`config.mk`:
```
export PLATFORM = sky130hd
export DESIGN_NAME = icor_mul
export DESIGN_NICKNAME = d
export VERILOG_FILES = /design/src/rtl/icor_pkg.sv /design/src/rtl/icor_mul.sv
export VERILOG_INCLUDE_DIRS = /design/src /design/src/rtl
export SDC_FILE = /design/constraint.sdc
export NUM_CORES = 2
export LEC_CHECK = 0
export BUFFER_PORTS_ARGS = -buffer_cell sky130_fd_sc_hd__buf_2
export CORE_UTILIZATION = 50
export DETAILED_ROUTE_END_ITERATION = 6
export GPL_ROUTABILITY_DRIVEN = 0
export GPL_TIMING_DRIVEN = 0
export MAX_ROUTING_LAYER = met4
export PLACE_DENSITY = 0.66
export SYNTH_ARGS = -nofsm -noshare
export SYNTH_HDL_FRONTEND = slang
export SYNTH_SLANG_ARGS = --single-unit
```
`constraint.sdc`:
```
create_clock -name clock -period 12.5 [get_ports clock]
set_input_delay 0.625 -clock clock [delete_from_list [all_inputs] [get_ports clock]]
set_output_delay 0.625 -clock clock [all_outputs]
set_load 0.01 [all_outputs]
```
`src/rtl/intermediate_correlation_solver_top_defines.svh`:
```
// assertion macros shared by the intermediate correlation solver rtl
`ifndef INTERMEDIATE_CORRELATION_SOLVER_TOP_DEFINES_SVH
`define INTERMEDIATE_CORRELATION_SOLVER_TOP_DEFINES_SVH

// property checked on every clock edge outside reset
`define ICS_CHECK(name, prop, msg) \
   name: assert property (@(posedge clock) disable iff (reset) prop) else $error(msg);

// property checked in the cycle after a trigger condition
`define ICS_CHECK_NEXT(name, cond, prop, msg) \
   name: assert property (@(posedge clock) disable iff (reset) (cond) |=> (prop)) \
      else $error(msg);

`endif

```
`src/rtl/icor_pkg.sv`:
```
// types, constants and micro-op table of the intermediate correlation solver
package icor_pkg;

   localparam int VAL_W         = 64;
   localparam int PROD_W        = 2 * VAL_W;
   localparam int LIMB_W        = VAL_W / 2;
   localparam int CORR_W        = 32;
   localparam int BOUND_W       = 30;
   localparam int STATUS_W      = 2;
   localparam int RSP_W         = 40;
   localparam int CSR_IDX_W     = 2;
   localparam int CSR_DATA_W    = 32;
   localparam int UOP_W         = 5;
   localparam int ITER_LIMIT_DEF = 64;
   localparam int FRAC_BITS_DEF  = 30;

   localparam logic signed [VAL_W-1:0] SAT_LIM = 64'sh1000_0000_0000_0000;

   localparam logic signed [CORR_W-1:0] COEF_B_RST      = 32'sh4000_0000;
   localparam logic signed [CORR_W-1:0] COEF_C_RST      = '0;
   localparam logic signed [CORR_W-1:0] COEF_D_RST      = '0;
   localparam logic [BOUND_W-1:0]       ERROR_BOUND_RST = 30'd3395;

   localparam logic [UOP_W-1:0] UOP_LOOP = 5'd15;
   localparam logic [UOP_W-1:0] UOP_LAST = 5'd21;

   typedef enum logic [CSR_IDX_W-1:0] {
      CSR_COEF_B      = 2'd0,
      CSR_COEF_C      = 2'd1,
      CSR_COEF_D      = 2'd2,
      CSR_ERROR_BOUND = 2'd3
   } csr_index_type;

   typedef enum logic [STATUS_W-1:0] {
      STAT_CONVERGED = 2'd0,
      STAT_ITER_CAP  = 2'd1,
      STAT_SAT_LOW   = 2'd2
   } status_type;

   typedef enum logic [2:0] {
      CS_IDLE,
      CS_EXEC,
      CS_MUL_WAIT,
      CS_DIFF,
      CS_TEST,
      CS_STEP,
      CS_FLOOR,
      CS_OUT
   } core_state_type;

   typedef enum logic [1:0] {
      MS_IDLE,
      MS_PROD,
      MS_SCALE,
      MS_SIGN
   } mul_state_type;

   typedef enum logic {
      UOP_MUL,
      UOP_ADD
   } uop_kind_type;

   typedef enum logic [3:0] {
      OPD_B,
      OPD_C,
      OPD_D,
      OPD_BB,
      OPD_BD,
      OPD_DD,
      OPD_CC,
      OPD_K1,
      OPD_K2,
      OPD_K3,
      OPD_T,
      OPD_RHO,
      OPD_R2,
      OPD_R3
   } opnd_type;

   typedef struct packed {
      uop_kind_type kind;
      opnd_type     src_a;
      opnd_type     src_b;
      opnd_type     dst;
   } uop_type;

   typedef struct packed {
      logic signed [CORR_W-1:0] coef_b;
      logic signed [CORR_W-1:0] coef_c;
      logic signed [CORR_W-1:0] coef_d;
      logic [BOUND_W-1:0]       error_bound;
   } cfg_type;

   typedef struct packed {
      logic                    start;
      logic signed [VAL_W-1:0] op_a;
      logic signed [VAL_W-1:0] op_b;
   } mul_req_type;

   typedef struct packed {
      logic                    done;
      logic signed [VAL_W-1:0] result;
   } mul_rsp_type;

   // coefficient setup, then the polynomial evaluation loop
   function automatic uop_type uop_decode(input logic [UOP_W-1:0] idx);
      uop_type u;
      unique case (idx)
         5'd0:    u = '{UOP_MUL, OPD_B,   OPD_B,   OPD_BB};
         5'd1:    u = '{UOP_MUL, OPD_B,   OPD_D,   OPD_BD};
         5'd2:    u = '{UOP_MUL, OPD_D,   OPD_D,   OPD_DD};
         5'd3:    u = '{UOP_MUL, OPD_C,   OPD_C,   OPD_CC};
         5'd4:    u = '{UOP_ADD, OPD_BD,  OPD_BD,  OPD_T};
         5'd5:    u = '{UOP_ADD, OPD_T,   OPD_BD,  OPD_T};
         5'd6:    u = '{UOP_ADD, OPD_T,   OPD_T,   OPD_T};
         5'd7:    u = '{UOP_ADD, OPD_BB,  OPD_T,   OPD_K1};
         5'd8:    u = '{UOP_ADD, OPD_DD,  OPD_DD,  OPD_T};
         5'd9:    u = '{UOP_ADD, OPD_T,   OPD_DD,  OPD_DD};
         5'd10:   u = '{UOP_ADD, OPD_DD,  OPD_DD,  OPD_K3};
         5'd11:   u = '{UOP_ADD, OPD_DD,  OPD_DD,  OPD_T};
         5'd12:   u = '{UOP_ADD, OPD_T,   OPD_DD,  OPD_T};
         5'd13:   u = '{UOP_ADD, OPD_K1,  OPD_T,   OPD_K1};
         5'd14:   u = '{UOP_ADD, OPD_CC,  OPD_CC,  OPD_K2};
         5'd15:   u = '{UOP_MUL, OPD_RHO, OPD_RHO, OPD_R2};
         5'd16:   u = '{UOP_MUL, OPD_R2,  OPD_RHO, OPD_R3};
         5'd17:   u = '{UOP_MUL, OPD_K1,  OPD_RHO, OPD_BB};
         5'd18:   u = '{UOP_MUL, OPD_K2,  OPD_R2,  OPD_BD};
         5'd19:   u = '{UOP_MUL, OPD_K3,  OPD_R3,  OPD_R3};
         5'd20:   u = '{UOP_ADD, OPD_BB,  OPD_BD,  OPD_T};
         5'd21:   u = '{UOP_ADD, OPD_T,   OPD_R3,  OPD_T};
         default: u = '{UOP_ADD, OPD_T,   OPD_T,   OPD_T};
      endcase
      return u;
   endfunction

endpackage

```
`src/rtl/icor_mul.sv`:
```
// shared fixed point multiplier built from four 32x32 partial products
`include "intermediate_correlation_solver_top_defines.svh"

module icor_mul #(
   parameter int FRAC_BITS = icor_pkg::FRAC_BITS_DEF
) (
   input  logic                  clock,
   input  logic                  reset,
   input  icor_pkg::mul_req_type mul_req,
   output icor_pkg::mul_rsp_type mul_rsp
);
   import icor_pkg::*;

   localparam logic [2:0] PP_LAST = 3'd4;
   localparam logic [VAL_W-1:0] LIM_U = VAL_W'(SAT_LIM);

   mul_state_type state_ff, state_in;
   logic [2:0]              cnt_ff, cnt_in;
   logic [1:0]              psel_ff, psel_in;
   logic [VAL_W-1:0]        mag_a_ff, mag_a_in;
   logic [VAL_W-1:0]        mag_b_ff, mag_b_in;
   logic                    neg_ff, neg_in;
   logic [VAL_W-1:0]        prod_ff, prod_in;
   logic [PROD_W-1:0]       acc_ff, acc_in;
   logic [VAL_W-1:0]        mag_ff, mag_in;
   logic signed [VAL_W-1:0] result_ff, result_in;
   logic                    done_ff, done_in;

   logic [LIMB_W-1:0] limb_a;
   logic [LIMB_W-1:0] limb_b;
   logic [VAL_W-1:0]  limb_prod;
   logic [PROD_W-1:0] pp_shift;
   logic [PROD_W-1:0] scaled;

   assign limb_a    = cnt_ff[1] ? mag_a_ff[VAL_W-1:LIMB_W] : mag_a_ff[LIMB_W-1:0];
   assign limb_b    = cnt_ff[0] ? mag_b_ff[VAL_W-1:LIMB_W] : mag_b_ff[LIMB_W-1:0];
   assign limb_prod = limb_a * limb_b;
   assign scaled    = acc_ff >> FRAC_BITS;

   always_comb begin
      unique case (psel_ff)
         2'd0:    pp_shift = {{VAL_W{1'b0}}, prod_ff};
         2'd3:    pp_shift = {prod_ff, {VAL_W{1'b0}}};
         default: pp_shift = {{LIMB_W{1'b0}}, prod_ff, {LIMB_W{1'b0}}};
      endcase
   end

   always_comb begin
      state_in = state_ff;
      unique case (state_ff)
         MS_IDLE: begin
            if (mul_req.start) state_in = MS_PROD;
         end
         MS_PROD: begin
            if (cnt_ff == PP_LAST) state_in = MS_SCALE;
         end
         MS_SCALE: state_in = MS_SIGN;
         MS_SIGN:  state_in = MS_IDLE;
         default:  state_in = MS_IDLE;
      endcase
   end

   always_comb begin
      cnt_in    = cnt_ff;
      psel_in   = psel_ff;
      mag_a_in  = mag_a_ff;
      mag_b_in  = mag_b_ff;
      neg_in    = neg_ff;
      prod_in   = prod_ff;
      acc_in    = acc_ff;
      mag_in    = mag_ff;
      result_in = result_ff;
      done_in   = 1'b0;
      unique case (state_ff)
         MS_IDLE: begin
            if (mul_req.start) begin
               mag_a_in = mul_req.op_a[VAL_W-1] ? VAL_W'(-mul_req.op_a) : VAL_W'(mul_req.op_a);
               mag_b_in = mul_req.op_b[VAL_W-1] ? VAL_W'(-mul_req.op_b) : VAL_W'(mul_req.op_b);
               neg_in   = mul_req.op_a[VAL_W-1] ^ mul_req.op_b[VAL_W-1];
               acc_in   = '0;
               cnt_in   = '0;
            end
         end
         MS_PROD: begin
            if (cnt_ff != PP_LAST) begin
               prod_in = limb_prod;
               psel_in = cnt_ff[1:0];
            end
            if (cnt_ff != 3'd0) acc_in = acc_ff + pp_shift;
            cnt_in = cnt_ff + 3'd1;
         end
         MS_SCALE: begin
            if ((|scaled[PROD_W-1:VAL_W]) || (scaled[VAL_W-1:0] > LIM_U)) begin
               mag_in = LIM_U;
            end else begin
               mag_in = scaled[VAL_W-1:0];
            end
         end
         MS_SIGN: begin
            result_in = neg_ff ? -$signed(mag_ff) : $signed(mag_ff);
            done_in   = 1'b1;
         end
         default: ;
      endcase
   end

   always_comb begin
      mul_rsp.done   = done_ff;
      mul_rsp.result = result_ff;
   end

   always_ff @(posedge clock) begin
      if (reset) begin
         state_ff <= MS_IDLE;
         done_ff  <= 1'b0;
         cnt_ff   <= '0;
      end else begin
         state_ff <= state_in;
         done_ff  <= done_in;
         cnt_ff   <= cnt_in;
      end
   end

   always_ff @(posedge clock) begin
      psel_ff   <= psel_in;
      mag_a_ff  <= mag_a_in;
      mag_b_ff  <= mag_b_in;
      neg_ff    <= neg_in;
      prod_ff   <= prod_in;
      acc_ff    <= acc_in;
      mag_ff    <= mag_in;
      result_ff <= result_in;
   end

   `ICS_CHECK(a_start_idle, mul_req.start |-> (state_ff == MS_IDLE), "multiply started while busy")
   `ICS_CHECK_NEXT(a_done_pulse, done_ff, !done_ff, "multiply done held past one cycle")
   `ICS_CHECK(a_result_range, done_ff |-> (result_ff <= SAT_LIM && result_ff >= -SAT_LIM), "product outside clamp range")

endmodule

```
==> results.cfg <==
[synth]
postSynthCellCount = 6549
syn-cell-area_mm2 = 0.0610
ys_seq_elements = 457
ys_seq_area_share_pct = 22.4
synth-edff-count = 451
syn_avg_cell_area_um2 = 9.32
synth-warning-count = 0
ys.flop_type = edfxtp_1
synthArstFlopShare_pct = 0
yosysUniqueCellTypes = 74

[sta]
finalCriticalPeriod_ns = 12.44
fmax_mhz = 80.4
drv_slew = 11
finalSetupViolations = 0
period_share_pct = 99.5
max_slew_margin_pct = -2.53
skew_ns = 0.108
layout_setup_ws_ns = 0.0574
tns_ns = 0
hold_viol = 0
grt_setup_unrepaired = no
tightest_slew_ns = 1.54

[route]
firstDrtPassIters = 7
drt_iter0_markers = 4725
ant_nets = 0
drc = 0
vias = 50500
finalWirelength_um = 219000
avgRoutedWirePerCell_um = 25.8
vias_per_cell = 5.95

[place]
post-place-cells = 8375
dpl.hpwl_um = 177000
port_buffers = 193
dpl_worst_slack_ns = 0.0650

[clocking]
htree_levels = 2
cts_tree = yes
cts_resized = 0
post_cts_buffers = 0
cts_buffer_depth = 3
clock_latency_ns = 0.71
cts_root_buffer = clkbuf_16
path_clk_slew_ns = 0.06
clock_sinks = 457
cts_hold_buf = 0
cts_made_buffers = 50

[die]
die_y_um = 351
initial_core_util_pct = 50.7
coreArea_mm2 = 0.120
design.die.area_mm2 = 0.123
ios = 196
fp-row-count = 127
dieWidth_um = 351

[layout]
drive_gt1_share_pct = 6.23
final_cell_mix = inv_1 (920), fa_1 (897), nor2_1 (824)
final_common_cell = inv_1
fin_cells = 8490
syn_to_final_growth_pct = 8.61
fillers = 10900
fin_nets = 8248
fin_util_pct = 55.0

[worst_setup_path]
crit_arrival_ns = 12.90
critPathCaptureType = register
cp.buffers_inverters = 9
slowest_stage = clkdlybuf4s15_1
critical-path-top-delay-family = adder cells
crit_type = reg2reg
critPathLaunchType = register
max_stage_delay_ns = 1.01
crit_top_cell = fa_1
required_ns = 12.95
crit_path_max_fanout = 11

[grt]
grt_pass1_vias = 51300
grt.overflow.total = 0
grt_usage_pct = 37.2
grt_max_degree = 75
antenna_found_initial = 13
grt_pass1_wl_um = 322000

[outcome]
violations = capacitance limit, slew limit
status = complete, but fails checks

[flow_run]
drv_cap = 3

[min_path]
hp-class = in2reg
## metal layers
metal	vias to the layer above	share of wire [%]	GRT usage, %
met4	0	10	27.6
met1	24300	34	39.8
li1	21900	-	-
met2	3291	43	55.3
met3	1013	13	15.0
met5	-	0	-
## metrics by stage
step | area, um2 | hold slack [ns]
final | 66300 | 0.197
after global routing | 66300 | 0.198
after CTS | 66100 | 0.182
after global placement | 64000 | 0.491
after floorplan | 61100 | 0.426
after detailed placement | 64500 | 0.508
## sequential cells by signal, indices dropped and copies added, names as in the netlist, 2 cells and up
| register | count |
|---|---|
| mag_b_ff | 64 |
| result_ff | 64 |
| mag_a_ff | 64 |
| acc_ff | 128 |
| mag_ff | 64 |
| psel_ff | 2 |
| state_ff | 2 |
| prod_ff | 64 |
| cnt_ff | 3 |
## layout make-up
class	instances	area, um2	share of cell area [%]
inverters	921	3460	5.21
repair buffers	215	1300	1.96
multi-input cells	4873	43000	64.8
clock inverters	33	373	0.562
diodes	21	52.6	0.0793
flip-flops and latches	457	13700	20.6
clock buffers	58	1280	1.93
plain buffers	300	1190	1.79
well taps	1612	2020	3.04
## cells by family after synthesis
group,Yosys count,share of synthesized area [%]
buf+inv,1221,7.51
simple gates,2133,15.4
xor+xnor,359,5.15
other cells,1,0.00614
fa+ha+maj,1299,37.7
compound gates,955,9.73
flops,457,22.4
mux,124,2.16
## worst paths after layout
check | slack [ns] | end | depth (start not counted) | start
setup / recovery | 0.06 | prod_ff[61]$_DFFE_PP_ | 31 | cnt_ff[1]$_SDFFE_PP0P_
hold / removal | 0.20 | mag_a_ff[0]$_DFFE_PP_ | 1 | mul_req[64]
setup reg to reg | 0.06 | prod_ff[61]$_DFFE_PP_ | 31 | cnt_ff[1]$_SDFFE_PP0P_
hold reg to reg | 0.50 | psel_ff[1]$_DFFE_PP_ | 0 | cnt_ff[1]$_SDFFE_PP0P_
## cells in the mapped netlist (all sizes together) (45+ instances only)
cell / count / area, um2
nor2: 824 / 3090
xor2: 66 / 578
nand2: 754 / 2830
inv: 921 / 3460
nand4: 81 / 507
edfxtp: 451 / 13500
mux2: 62 / 698
a21o: 101 / 758
nor3: 57 / 285
o21ai: 259 / 1300
o31ai: 67 / 518
xnor2: 293 / 2570
fa: 897 / 18000
ha: 402 / 5030
and2: 148 / 926
clkbuf: 290 / 1090
a21oi: 286 / 1430
or3: 45 / 297
mux2i: 62 / 621
Power is left out: the tool's default activity adds up to more than one toggle a clock period on the data nets, which glitch-free logic cannot reach.
